--- config.mk ---
export PLATFORM = sky130hd
export DESIGN_NAME = joystick_sector_drive_pwm_top
export DESIGN_NICKNAME = d
export VERILOG_FILES = /design/src/rtl/jsdp_pkg.sv /design/src/rtl/joystick_sector_drive_pwm_top.sv /design/src/rtl/jsdp_steer.sv /design/src/rtl/jsdp_duty.sv
export SDC_FILE = /design/constraint.sdc
export NUM_CORES = 1
export LEC_CHECK = 0
export ABC_AREA = 1
export BUFFER_PORTS_ARGS = -buffer_cell sky130_fd_sc_hd__buf_2
export CORE_ASPECT_RATIO = 0.9
export CORE_MARGIN = 5
export CORE_UTILIZATION = 45
export CTS_CLUSTER_DIAMETER = 100
export DETAILED_ROUTE_END_ITERATION = 10
export GPL_TIMING_DRIVEN = 1
export SLEW_MARGIN = 20
export SYNTH_ARGS = -nofsm -noshare
export SYNTH_HDL_FRONTEND = slang
export SYNTH_SLANG_ARGS = --single-unit
--- constraint.sdc ---
create_clock -name aclk -period 8.6 [get_ports aclk]
set_input_delay 0.43 -clock aclk [delete_from_list [all_inputs] [get_ports aclk]]
set_output_delay 0.43 -clock aclk [all_outputs]
set_load 0.005 [all_outputs]
--- src/rtl/jsdp_pkg.sv ---
// Shared types, codes and constants for the joystick sector drive PWM block.
// No dependencies; used by every module in rtl/.
package jsdp_pkg;

    localparam int RAW_W   = 8;
    localparam int POS_W   = 10;  // centered and offset joystick position, signed
    localparam int MAG_W   = 9;
    localparam int SPEED_W = 5;
    localparam int DUTY_W  = 6;
    localparam int CNT_W   = 7;
    localparam int PINS    = 4;
    localparam int IN_DATA_W  = 16;
    localparam int OUT_DATA_W = 16;

    localparam logic [CNT_W-1:0] PWM_TOP = 7'd100;
    localparam logic [MAG_W-1:0] SPEED_BOOST_LIMIT = 9'd85;
    localparam logic [MAG_W-1:0] SPEED_BOOST = 9'd100;
    localparam logic [MAG_W-1:0] SPEED_SAT = 9'd127;

    localparam logic signed [POS_W-1:0] RAW_CENTER = 10'sd128;
    localparam logic signed [POS_W-1:0] X_NEAR = 10'sd10;
    localparam logic signed [POS_W-1:0] X_LOW  = 10'sd30;
    localparam logic signed [POS_W-1:0] X_MID  = 10'sd50;
    localparam logic signed [POS_W-1:0] X_HIGH = 10'sd70;
    localparam logic signed [POS_W-1:0] X_EAST_MAX = 10'sd100;
    localparam logic signed [POS_W-1:0] X_SWW_MIN  = -10'sd80;
    localparam logic signed [POS_W-1:0] X_WEST_MIN = -10'sd110;

    // Reciprocal multipliers for s/3 and s/5 on 5-bit speeds
    localparam int RECIP_W = 13;
    localparam logic [RECIP_W-1:0] RECIP3 = 13'd171;
    localparam logic [RECIP_W-1:0] RECIP5 = 13'd205;

    localparam logic OP_SAMPLE = 1'b0;
    localparam logic OP_TICK   = 1'b1;

    localparam logic CFG_OFFSET_X = 1'b0;
    localparam logic CFG_OFFSET_Y = 1'b1;

    localparam logic [1:0] PIN_LF = 2'd0;
    localparam logic [1:0] PIN_LR = 2'd1;
    localparam logic [1:0] PIN_RF = 2'd2;
    localparam logic [1:0] PIN_RR = 2'd3;

    typedef enum logic [3:0] {
        H_N   = 4'd0,  H_S   = 4'd1,  H_NNE = 4'd2,  H_NNW = 4'd3,
        H_NE  = 4'd4,  H_NW  = 4'd5,  H_NEE = 4'd6,  H_NWW = 4'd7,
        H_E   = 4'd8,  H_W   = 4'd9,  H_SSE = 4'd10, H_SSW = 4'd11,
        H_SE  = 4'd12, H_SW  = 4'd13, H_SEE = 4'd14, H_SWW = 4'd15
    } heading_t;

    typedef logic [DUTY_W-1:0] duty_t;
    typedef duty_t [PINS-1:0] duty_set_t;

    typedef struct packed {
        heading_t             heading;
        logic [SPEED_W-1:0]   speed;
    } steer_t;

endpackage

--- src/rtl/joystick_sector_drive_pwm_top.sv ---
// Top level of the joystick sector drive PWM block: input and result registers, state.
// Depends on jsdp_pkg, jsdp_steer and jsdp_duty.
//
// Usage:
//   s_ channel: one request per item. s_tuser is the opcode (0 sample, 1 tick);
//   s_tdata carries raw_x and raw_y. Ticks only step the PWM counter (0..100).
//   m_ channel: exactly one result per request, in order: four pin levels, the
//   held direction sector and the held speed.
//   cfg channel: writes the x rest bias (index 0) or the y rest bias (index 1);
//   always ready. Write it only while no request is in flight.
// Pipeline: a request taken on s_ is held in the input register, then its
//   result in the result register, which drives m_ (two register stages).
// Throughput: one request per cycle sustained while m_ is not stalled, samples
//   and ticks alike; the whole decode, duty pick and pin compare sit between the two registers.
// Stall: when m_tready is low the result register holds, the input register
//   fills, and s_tready drops once both are full; nothing is lost.
// Reset: aresetn low clears both stages, counter, duties, sector (north),
//   speed and offsets. All pins then read 1 until the first tick.
module joystick_sector_drive_pwm_top (
    input  logic                                aclk,
    input  logic                                aresetn,
    input  logic                                s_tvalid,
    output logic                                s_tready,
    input  logic [jsdp_pkg::IN_DATA_W-1:0]      s_tdata,   // raw_x[7:0], raw_y[15:8]
    input  logic                                s_tuser,   // opcode[0]
    output logic                                m_tvalid,
    input  logic                                m_tready,
    // left_forward_pin[0], left_reverse_pin[1], right_forward_pin[2],
    // right_reverse_pin[3], heading_code[7:4], drive_speed[12:8], zero[15:13]
    output logic [jsdp_pkg::OUT_DATA_W-1:0]     m_tdata,
    input  logic                                cfg_valid,
    output logic                                cfg_ready,
    input  logic                                cfg_index,
    input  logic [jsdp_pkg::RAW_W-1:0]          cfg_data
);

    logic in_valid_reg, in_valid_next;
    logic in_op_reg;
    logic [jsdp_pkg::RAW_W-1:0] in_x_reg, in_y_reg;
    logic m_valid_reg, m_valid_next;
    logic [jsdp_pkg::OUT_DATA_W-1:0] m_data_reg, m_data_next;

    logic [jsdp_pkg::RAW_W-1:0] bias_x_reg, bias_x_next;
    logic [jsdp_pkg::RAW_W-1:0] bias_y_reg, bias_y_next;
    logic [jsdp_pkg::CNT_W-1:0] cnt_reg, cnt_next;
    jsdp_pkg::duty_set_t duty_reg, duty_next;
    jsdp_pkg::steer_t held_reg, held_next;

    jsdp_pkg::steer_t steer_new;
    jsdp_pkg::duty_set_t duty_new;
    logic out_ready, s_fire, work_fire;
    logic [jsdp_pkg::PINS-1:0] pins;

    jsdp_steer u_steer (
        .raw_x  (in_x_reg),
        .raw_y  (in_y_reg),
        .bias_x (bias_x_reg),
        .bias_y (bias_y_reg),
        .steer  (steer_new)
    );

    jsdp_duty u_duty (
        .steer (steer_new),
        .duty  (duty_new)
    );

    assign out_ready = !m_valid_reg || m_tready;
    assign work_fire = in_valid_reg && out_ready;
    assign s_tready  = !in_valid_reg || out_ready;
    assign s_fire    = s_tvalid && s_tready;
    assign cfg_ready = 1'b1;
    assign m_tvalid  = m_valid_reg;
    assign m_tdata   = m_data_reg;

    always_comb begin
        bias_x_next = bias_x_reg;
        bias_y_next = bias_y_reg;
        if (cfg_valid) begin
            case (cfg_index)
                jsdp_pkg::CFG_OFFSET_X: bias_x_next = cfg_data;
                jsdp_pkg::CFG_OFFSET_Y: bias_y_next = cfg_data;
                default: bias_x_next = bias_x_reg;
            endcase
        end
    end

    always_comb begin
        cnt_next  = cnt_reg;
        duty_next = duty_reg;
        held_next = held_reg;
        if (work_fire) begin
            case (in_op_reg)
                jsdp_pkg::OP_TICK: begin
                    cnt_next = (cnt_reg >= jsdp_pkg::PWM_TOP) ? '0 : cnt_reg + 7'd1;
                end
                default: begin
                    duty_next = duty_new;
                    held_next = steer_new;
                end
            endcase
        end
        for (int i = 0; i < jsdp_pkg::PINS; i++) begin
            pins[i] = (cnt_next <= {1'b0, duty_next[i]});
        end
        m_data_next = {3'b000, held_next.speed, held_next.heading, pins};
    end

    always_comb begin
        in_valid_next = in_valid_reg;
        if (s_fire) begin
            in_valid_next = 1'b1;
        end else if (work_fire) begin
            in_valid_next = 1'b0;
        end
        m_valid_next = m_valid_reg;
        if (work_fire) begin
            m_valid_next = 1'b1;
        end else if (m_tready) begin
            m_valid_next = 1'b0;
        end
    end

    always_ff @(posedge aclk) begin
        if (!aresetn) begin
            in_valid_reg <= 1'b0;
            m_valid_reg  <= 1'b0;
            bias_x_reg   <= '0;
            bias_y_reg   <= '0;
            cnt_reg      <= '0;
            duty_reg     <= '0;
            held_reg     <= '{heading: jsdp_pkg::H_N, speed: '0};
        end else begin
            in_valid_reg <= in_valid_next;
            m_valid_reg  <= m_valid_next;
            bias_x_reg   <= bias_x_next;
            bias_y_reg   <= bias_y_next;
            cnt_reg      <= cnt_next;
            duty_reg     <= duty_next;
            held_reg     <= held_next;
        end
    end

    always_ff @(posedge aclk) begin
        if (s_fire) begin
            in_op_reg <= s_tuser;
            in_x_reg  <= s_tdata[7:0];
            in_y_reg  <= s_tdata[15:8];
        end
        if (work_fire) begin
            m_data_reg <= m_data_next;
        end
    end

    // counter stays within the PWM period
    a_cnt_range: assert property (@(posedge aclk) disable iff (!aresetn)
        cnt_reg <= jsdp_pkg::PWM_TOP)
        else $error("PWM counter above top");

    // a tick leaves sector, speed and duties alone
    a_tick_holds: assert property (@(posedge aclk) disable iff (!aresetn)
        (work_fire && in_op_reg == jsdp_pkg::OP_TICK)
        |=> ($stable(held_reg) && $stable(duty_reg)))
        else $error("tick changed steering state");

    // north drives both forward pins equally, reverse pins off
    a_north_duty: assert property (@(posedge aclk) disable iff (!aresetn)
        (held_reg.heading == jsdp_pkg::H_N)
        |-> (duty_reg[jsdp_pkg::PIN_LF] == duty_reg[jsdp_pkg::PIN_RF]
             && duty_reg[jsdp_pkg::PIN_LR] == '0 && duty_reg[jsdp_pkg::PIN_RR] == '0))
        else $error("north duties inconsistent");

    // a result taken with nothing behind it empties the output stage
    a_drain: assert property (@(posedge aclk) disable iff (!aresetn)
        (m_valid_reg && m_tready && !in_valid_reg) |=> !m_valid_reg)
        else $error("result repeated");

endmodule

--- src/rtl/jsdp_steer.sv ---
// Joystick sample decode: centering, offset removal, speed and direction sector.
// Depends on jsdp_pkg.
module jsdp_steer (
    input  logic [jsdp_pkg::RAW_W-1:0] raw_x,
    input  logic [jsdp_pkg::RAW_W-1:0] raw_y,
    input  logic [jsdp_pkg::RAW_W-1:0] bias_x,
    input  logic [jsdp_pkg::RAW_W-1:0] bias_y,
    output jsdp_pkg::steer_t           steer
);

    logic signed [jsdp_pkg::POS_W-1:0] x;
    logic signed [jsdp_pkg::POS_W-1:0] y;
    logic signed [jsdp_pkg::POS_W-1:0] x_neg;
    logic signed [jsdp_pkg::POS_W-1:0] y_neg;
    logic [jsdp_pkg::MAG_W-1:0] ax;
    logic [jsdp_pkg::MAG_W-1:0] ay;
    logic [jsdp_pkg::MAG_W-1:0] raw_speed;
    logic [jsdp_pkg::MAG_W-1:0] sat_speed;
    logic fwd;
    jsdp_pkg::heading_t heading;

    assign x = $signed({2'b00, raw_x}) - jsdp_pkg::RAW_CENTER
             - $signed({{2{bias_x[7]}}, bias_x});
    assign y = $signed({2'b00, raw_y}) - jsdp_pkg::RAW_CENTER
             - $signed({{2{bias_y[7]}}, bias_y});
    assign x_neg = -x;
    assign y_neg = -y;
    assign ax = x[jsdp_pkg::POS_W-1] ? x_neg[jsdp_pkg::MAG_W-1:0] : x[jsdp_pkg::MAG_W-1:0];
    assign ay = y[jsdp_pkg::POS_W-1] ? y_neg[jsdp_pkg::MAG_W-1:0] : y[jsdp_pkg::MAG_W-1:0];

    always_comb begin
        if (ay > ax) begin
            raw_speed = (ay > jsdp_pkg::SPEED_BOOST_LIMIT) ? jsdp_pkg::SPEED_BOOST : ay;
        end else begin
            raw_speed = ax;
        end
        // saturate instead of wrapping, then quarter
        sat_speed = (raw_speed > jsdp_pkg::SPEED_SAT) ? jsdp_pkg::SPEED_SAT : raw_speed;
    end

    assign fwd = (y > 10'sd0);

    always_comb begin
        if (y == 10'sd0) begin
            heading = jsdp_pkg::H_N;
        end else if (x < jsdp_pkg::X_NEAR && x > -jsdp_pkg::X_NEAR) begin
            heading = fwd ? jsdp_pkg::H_N : jsdp_pkg::H_S;
        end else if (x > jsdp_pkg::X_NEAR && x <= jsdp_pkg::X_LOW) begin
            heading = fwd ? jsdp_pkg::H_NNE : jsdp_pkg::H_SSE;
        end else if (x > jsdp_pkg::X_LOW && x <= jsdp_pkg::X_MID) begin
            heading = fwd ? jsdp_pkg::H_NE : jsdp_pkg::H_SE;
        end else if (x > jsdp_pkg::X_MID && x <= jsdp_pkg::X_HIGH) begin
            heading = fwd ? jsdp_pkg::H_NEE : jsdp_pkg::H_SEE;
        end else if (x > jsdp_pkg::X_HIGH && x <= jsdp_pkg::X_EAST_MAX) begin
            heading = jsdp_pkg::H_E;
        end else if (x < -jsdp_pkg::X_NEAR && x >= -jsdp_pkg::X_LOW) begin
            heading = fwd ? jsdp_pkg::H_NNW : jsdp_pkg::H_SSW;
        end else if (x < -jsdp_pkg::X_LOW && x >= -jsdp_pkg::X_MID) begin
            heading = fwd ? jsdp_pkg::H_NW : jsdp_pkg::H_SW;
        end else if (fwd) begin
            if (x < -jsdp_pkg::X_MID && x >= -jsdp_pkg::X_HIGH) begin
                heading = jsdp_pkg::H_NWW;
            end else if (x < -jsdp_pkg::X_HIGH && x >= jsdp_pkg::X_WEST_MIN) begin
                heading = jsdp_pkg::H_W;
            end else begin
                heading = jsdp_pkg::H_N;
            end
        end else begin
            if (x < -jsdp_pkg::X_MID && x >= jsdp_pkg::X_SWW_MIN) begin
                heading = jsdp_pkg::H_SWW;
            end else if (x < jsdp_pkg::X_SWW_MIN && x >= jsdp_pkg::X_WEST_MIN) begin
                heading = jsdp_pkg::H_W;
            end else begin
                heading = jsdp_pkg::H_N;
            end
        end
    end

    assign steer.heading = heading;
    assign steer.speed   = sat_speed[6:2];

endmodule

--- src/rtl/jsdp_duty.sv ---
// Duty selection: maps a direction sector and speed to the four pin duties.
// Depends on jsdp_pkg.
module jsdp_duty (
    input  jsdp_pkg::steer_t    steer,
    output jsdp_pkg::duty_set_t duty
);

    logic [jsdp_pkg::SPEED_W-1:0] s;
    logic [jsdp_pkg::RECIP_W-1:0] t3_prod;
    logic [jsdp_pkg::RECIP_W-1:0] f5_prod;
    jsdp_pkg::duty_t sp;
    jsdp_pkg::duty_t d2;
    jsdp_pkg::duty_t h2;
    jsdp_pkg::duty_t t3;
    jsdp_pkg::duty_t f5;

    assign s = steer.speed;
    assign t3_prod = jsdp_pkg::RECIP_W'(s) * jsdp_pkg::RECIP3;
    assign f5_prod = jsdp_pkg::RECIP_W'(s) * jsdp_pkg::RECIP5;

    assign sp = {1'b0, s};
    assign d2 = {s, 1'b0};
    assign h2 = {2'b00, s[4:1]};
    assign t3 = {2'b00, t3_prod[12:9]};
    assign f5 = {3'b000, f5_prod[12:10]};

    // order per entry: left fwd, left rev, right fwd, right rev
    always_comb begin
        duty = '0;
        case (steer.heading)
            jsdp_pkg::H_N: begin
                duty[jsdp_pkg::PIN_LF] = sp; duty[jsdp_pkg::PIN_RF] = sp;
            end
            jsdp_pkg::H_S: begin
                duty[jsdp_pkg::PIN_LR] = sp; duty[jsdp_pkg::PIN_RR] = sp;
            end
            jsdp_pkg::H_E: begin
                duty[jsdp_pkg::PIN_LF] = sp; duty[jsdp_pkg::PIN_RR] = sp;
            end
            jsdp_pkg::H_W: begin
                duty[jsdp_pkg::PIN_LR] = sp; duty[jsdp_pkg::PIN_RF] = sp;
            end
            jsdp_pkg::H_NNE: begin
                duty[jsdp_pkg::PIN_LF] = sp; duty[jsdp_pkg::PIN_RF] = h2;
            end
            jsdp_pkg::H_NNW: begin
                duty[jsdp_pkg::PIN_LF] = h2; duty[jsdp_pkg::PIN_RF] = sp;
            end
            jsdp_pkg::H_NE: begin
                duty[jsdp_pkg::PIN_LF] = d2; duty[jsdp_pkg::PIN_RF] = t3;
            end
            jsdp_pkg::H_NW: begin
                duty[jsdp_pkg::PIN_LF] = t3; duty[jsdp_pkg::PIN_RF] = d2;
            end
            jsdp_pkg::H_NEE: begin
                duty[jsdp_pkg::PIN_LF] = sp; duty[jsdp_pkg::PIN_RF] = f5;
            end
            jsdp_pkg::H_NWW: begin
                duty[jsdp_pkg::PIN_LF] = f5; duty[jsdp_pkg::PIN_RF] = sp;
            end
            jsdp_pkg::H_SSE: begin
                duty[jsdp_pkg::PIN_LR] = sp; duty[jsdp_pkg::PIN_RR] = h2;
            end
            jsdp_pkg::H_SSW: begin
                duty[jsdp_pkg::PIN_LR] = h2; duty[jsdp_pkg::PIN_RR] = sp;
            end
            jsdp_pkg::H_SE: begin
                duty[jsdp_pkg::PIN_LR] = sp; duty[jsdp_pkg::PIN_RR] = t3;
            end
            jsdp_pkg::H_SW: begin
                duty[jsdp_pkg::PIN_LR] = t3; duty[jsdp_pkg::PIN_RR] = sp;
            end
            jsdp_pkg::H_SEE: begin
                duty[jsdp_pkg::PIN_LR] = sp; duty[jsdp_pkg::PIN_RR] = f5;
            end
            default: begin
                duty[jsdp_pkg::PIN_LR] = f5; duty[jsdp_pkg::PIN_RR] = sp;
            end
        endcase
    end

endmodule
==> impl_results.html <==
<table>
<tr><th>Metric</th><th>Value</th></tr>
<tr><th colspan="2">Outcome</th></tr>
<tr><td>Run status</td><td>completed</td></tr>
<tr><th colspan="2">Drt</th></tr>
<tr><td>Total Wirelength</td><td>19.0 mm</td></tr>
<tr><td># DRC</td><td>0</td></tr>
<tr><td>WL/cell</td><td>approximately 14 µm</td></tr>
<tr><td>Via count of the routed design</td><td>6,968</td></tr>
<tr><td>Iteration-0 DRC Markers</td><td>about 570</td></tr>
<tr><td>Final antenna-violating net count</td><td>0</td></tr>
<tr><td>Number of vias per cell after detailed routing</td><td>approximately 5</td></tr>
<tr><td>Number of iterations in the first detailed-routing pass</td><td>5</td></tr>
<tr><th colspan="2">Synth</th></tr>
<tr><td>Share of synthesized area occupied by flip-flops and latches</td><td>a little over a quarter</td></tr>
<tr><td>Most frequently used flop master after synthesis</td><td>sky130_fd_sc_hd__dfxtp_1</td></tr>
<tr><td>Main area contributors after synthesis</td><td>sky130_fd_sc_hd__dfxtp_1 15%, sky130_fd_sc_hd__ha_1 14%, sky130_fd_sc_hd__nand2_1 12%</td></tr>
<tr><td>Yosys synthesis warning count</td><td>0</td></tr>
<tr><td>Area leader, netlist</td><td>sky130_fd_sc_hd__dfxtp_1</td></tr>
<tr><td>Yosys top cell area share</td><td>roughly 15%</td></tr>
<tr><td>Post-synth EDFFs</td><td>30</td></tr>
<tr><td>Synth Area per Inst</td><td>between 7 and 8 µm²</td></tr>
<tr><td>Async set-reset flop share out of synthesis</td><td>0%</td></tr>
<tr><td>Synthesized instance count</td><td>roughly 1,100</td></tr>
<tr><td>Cell variety after synth</td><td>60</td></tr>
<tr><td>Flop and latch count out of synthesis</td><td>between 80 and 90</td></tr>
<tr><td>Cell area after synthesis</td><td>7800 µm²</td></tr>
<tr><th colspan="2">Critical path</th></tr>
<tr><td>Start point of the critical path</td><td>in_x_reg[0]$_DFFE_PP_</td></tr>
<tr><td>Capturing element type of the critical path</td><td>flip-flop</td></tr>
<tr><td>Signal arrival time at the worst endpoint</td><td>between 8 and 9 ns</td></tr>
<tr><td>Critical Path RT</td><td>around 8.8 ns</td></tr>
<tr><td>Maximum fanout encountered on the critical timing path</td><td>8</td></tr>
<tr><td>Highest-delay cell along the critical path</td><td>sky130_fd_sc_hd__fa_1</td></tr>
<tr><td>Classification of the worst setup path</td><td>reg -&gt; reg</td></tr>
<tr><td>Crit-path max cell delay</td><td>around 0.44 ns</td></tr>
<tr><td>Cell mode on critical path</td><td>sky130_fd_sc_hd__nand2_1</td></tr>
<tr><td>Critical path launch point type</td><td>flip-flop</td></tr>
<tr><td>Worst reg2reg startpoint</td><td>in_x_reg[0]$_DFFE_PP_</td></tr>
<tr><th colspan="2">Floorplanning</th></tr>
<tr><td>I/O pin cnt</td><td>50</td></tr>
<tr><td>Die Height</td><td>about 130 µm</td></tr>
<tr><td>Width of the chip</td><td>~150 µm</td></tr>
<tr><td>Site row count</td><td>45</td></tr>
<tr><td>Effective utilization at floorplan</td><td>46.0%</td></tr>
<tr><td>Die footprint</td><td>between 20,000 and 25,000 µm²</td></tr>
<tr><td>Placeable core area</td><td>between 15,000 and 20,000 µm²</td></tr>
<tr><th colspan="2">Power</th></tr>
<tr><td>Power after layout</td><td>~3.2 mW</td></tr>
<tr><td>Worst voltage drop across the vdd grid</td><td>around 0.21 mV</td></tr>
<tr><td>Pleak</td><td>approximately 4.3 nW</td></tr>
<tr><td>Power per cell area</td><td>between 300 and 400 nW/µm²</td></tr>
<tr><th colspan="2">Placed design</th></tr>
<tr><td>Number of instances in the placed design</td><td>about 1,400</td></tr>
<tr><td>Detailed Place HPWL</td><td>roughly 15 mm</td></tr>
<tr><td>Area post-placement</td><td>just over 8000 µm²</td></tr>
<tr><td>Routability congestion estimate</td><td>approximately 0.96</td></tr>
<tr><td>Count of buffers inserted at the top-level ports</td><td>between 40 and 50</td></tr>
<tr><th colspan="2">Worst hold path</th></tr>
<tr><td>Worst Min Path Start</td><td>s_tuser</td></tr>
<tr><td>Type of the tightest min-delay check</td><td>in -&gt; reg</td></tr>
<tr><th colspan="2">Global routing</th></tr>
<tr><td>First-pass GRT wire length</td><td>32.0 mm</td></tr>
<tr><td>Overflow left after global routing</td><td>0</td></tr>
<tr><td>Antenna violations before repair</td><td>0</td></tr>
<tr><td>Via count of the first global-routing pass</td><td>6,460</td></tr>
<tr><td>Global-route total usage across every layer</td><td>19.5%</td></tr>
<tr><td>Pin count of the biggest net entering global routing</td><td>31</td></tr>
<tr><th colspan="2">Cells and area</th></tr>
<tr><td>Number of nets in the final layout</td><td>roughly 1,300</td></tr>
<tr><td>Final std cells w/o fill</td><td>between 1,000 and 1,500</td></tr>
<tr><td>P&amp;R area growth vs syn</td><td>9.91%</td></tr>
<tr><td>Number of flip-flops in the largest register</td><td>24</td></tr>
<tr><td>N_diodes</td><td>0</td></tr>
<tr><td>Final std cell area, no fill</td><td>8570 µm²</td></tr>
<tr><td>Fraction of final layout cells with drive strength greater than 1</td><td>around 16%</td></tr>
<tr><th colspan="2">Timing</th></tr>
<tr><td>Final setup TNS</td><td>0 ns</td></tr>
<tr><td>Count of endpoints failing hold in the final timing report</td><td>0</td></tr>
<tr><td>Final setup skew</td><td>just over 0.01 ns</td></tr>
<tr><td>Min Clock Period, post-route</td><td>~7.9 ns</td></tr>
<tr><td>Final slew viol count</td><td>0</td></tr>
<tr><td>Setup repair after global routing missed its margin</td><td>false</td></tr>
<tr><td>Max Fclk</td><td>about 130 MHz</td></tr>
<tr><td>Worst relative slew slack</td><td>37.9%</td></tr>
<tr><td>Total of endpoints with negative setup slack in the final report</td><td>0</td></tr>
<tr><td>Worst Tran Pin Value</td><td>approximately 0.92 ns</td></tr>
<tr><td>Fin crit share</td><td>between 90 and 100%</td></tr>
<tr><th colspan="2">CTS</th></tr>
<tr><td>Worst-case clock buffer depth</td><td>2</td></tr>
<tr><td>Clock buffers created by TritonCTS</td><td>9</td></tr>
<tr><td>Count of clock tree sinks</td><td>88</td></tr>
<tr><td>Later-pin clock latency in the skew report</td><td>0.35 ns</td></tr>
<tr><td>Clock tree from TritonCTS</td><td>yes</td></tr>
<tr><td>Clock tree root buffer cell</td><td>sky130_fd_sc_hd__clkbuf_16</td></tr>
<tr><td>Level count of the clock H-tree</td><td>3</td></tr>
<tr><td>Clock slew at the register clock pins of the worst setup and hold paths</td><td>roughly 0.07 ns</td></tr>
<tr><th colspan="2">Run</th></tr>
<tr><td>Count of max-cap constraint violations</td><td>0</td></tr>
</table>
## per-layer routing
metal | wire [µm] | GRT usage, % | vias up
met5 | 0 | 0 | -
met4 | 286 | 4.58 | 0
met3 | 775 | 2.05 | 18
met2 | 7600 | 28.4 | 151
met1 | 10400 | 30.8 | 3070
li1 | - | - | 3729
## worst paths after layout
path	to	cells past startpoint	slack (ns)
setup reg to reg	m_tdata[3]$_DFFE_PP_	50	0.73
hold reg to reg	duty_reg[11]$_SDFF_PN0_	2	0.45
setup / recovery	m_tdata[3]$_DFFE_PP_	50	0.73
hold / removal	in_op_reg$_DFFE_PP_	1	0.26
## cell families after synthesis
family	Yosys count	synth area share, %
compound gates	165	12.5
xor+xnor	13	1.56
fa+ha+maj	93	15.7
buf+inv	214	10.8
flops	88	26.4
other cells	2	0.0963
simple gates	538	32.9
## layout make-up
cell class	instances	area, µm²
Sequential cell	88	2060
Multi-Input combinational cell	813	4920
Clock buffer	10	229
Inverter	193	728
Tap cell	235	294
Timing Repair Buffer	51	270
Fill cell	1705	8370
Clock inverter	6	73.8
## cells in the final DEF (no fill, tap or decap), types with 3 or more instances in the layout
cell	instances
sky130_fd_sc_hd__conb_1	4
sky130_fd_sc_hd__edfxtp_1	30
sky130_fd_sc_hd__o21ai_1	12
sky130_fd_sc_hd__and2_1	5
sky130_fd_sc_hd__nor4_1	6
sky130_fd_sc_hd__inv_1	161
sky130_fd_sc_hd__a21oi_2	3
sky130_fd_sc_hd__a31oi_1	5
sky130_fd_sc_hd__or2_2	5
sky130_fd_sc_hd__nand2_1	244
sky130_fd_sc_hd__nor3_1	13
sky130_fd_sc_hd__nor2_4	6
sky130_fd_sc_hd__a21boi_2	3
sky130_fd_sc_hd__a21boi_1	5
sky130_fd_sc_hd__xor2_1	9
sky130_fd_sc_hd__nor2_2	11
sky130_fd_sc_hd__nor2_1	89
sky130_fd_sc_hd__clkbuf_16	9
sky130_fd_sc_hd__nand2_2	26
sky130_fd_sc_hd__xnor2_1	3
sky130_fd_sc_hd__nand3b_1	6
sky130_fd_sc_hd__inv_2	29
sky130_fd_sc_hd__fa_1	7
sky130_fd_sc_hd__a21oi_1	63
sky130_fd_sc_hd__o21a_1	4
sky130_fd_sc_hd__nand4_1	22
sky130_fd_sc_hd__nand2_4	7
sky130_fd_sc_hd__o22ai_1	6
sky130_fd_sc_hd__dfxtp_1	58
sky130_fd_sc_hd__nand3_1	76
sky130_fd_sc_hd__o211ai_1	6
sky130_fd_sc_hd__buf_2	45
sky130_fd_sc_hd__buf_4	6
sky130_fd_sc_hd__ha_1	85
sky130_fd_sc_hd__o21ai_0	42
sky130_fd_sc_hd__nand3_2	7
sky130_fd_sc_hd__a22oi_1	4
## where the power goes
| group | internal (mW) | total [mW] | switching (mW) |
|---|---|---|---|
| registers | 0.469 | 0.478 | 0.00911 |
| clock network | 0.230 | 0.401 | 0.171 |
| logic | 0.840 | 2.35 | 1.51 |
## repair_timing
item,in CTS,in global routing
gates resized for setup,0,5
endpoints found under the setup margin,0,4
hold buffers,0,0
setup buffers,0,3
## cell usage after synthesis (all sizes together) (2+ instances only)
cell type  number
nand2         277
inv           191
nor2          107
ha             85
nand3          84
a21oi          67
dfxtp          58
o21ai          57
edfxtp         30
nand4          24
clkbuf         13
nor3           13
xor2           10
a21boi          8
buf             8
fa              8
nand3b          8
or2             8
and2            7
nor4            6
o211ai          6
o22ai           6
a22oi           5
a31oi           5
o21a            4
xnor2           3
clkinv          2
conb            2
o21bai          2
o31ai           2
or4             2
## stage by stage
step | setup slack [ns] | hold WS, ns | util, %
6_report | 0.725 | 0.257 | 50.6
5_1_grt | 0.00588 | 0.252 | 50.6
4_1_cts | 0.651 | 0.246 | 50.4
3_5_place_dp | 0.665 | 0.449 | 48.6
3_3_place_gp | 0.807 | 0.442 | 48.6
2_1_floorplan | 1.47 | 0.430 | -
## worst max-delay path: cells and delay by family, from the launching register on
kind                       cells  cell delay, ns
AOI/OAI and AO/OA              5            0.78
xor gates and xnor gates       2            0.40
adders and majority gates      8            2.26
buffers and inverters          9            0.72
DFF                            1            0.37
and+or+nand+nor               26            3.18
Note: power is estimated with default switching activity, not from simulation.
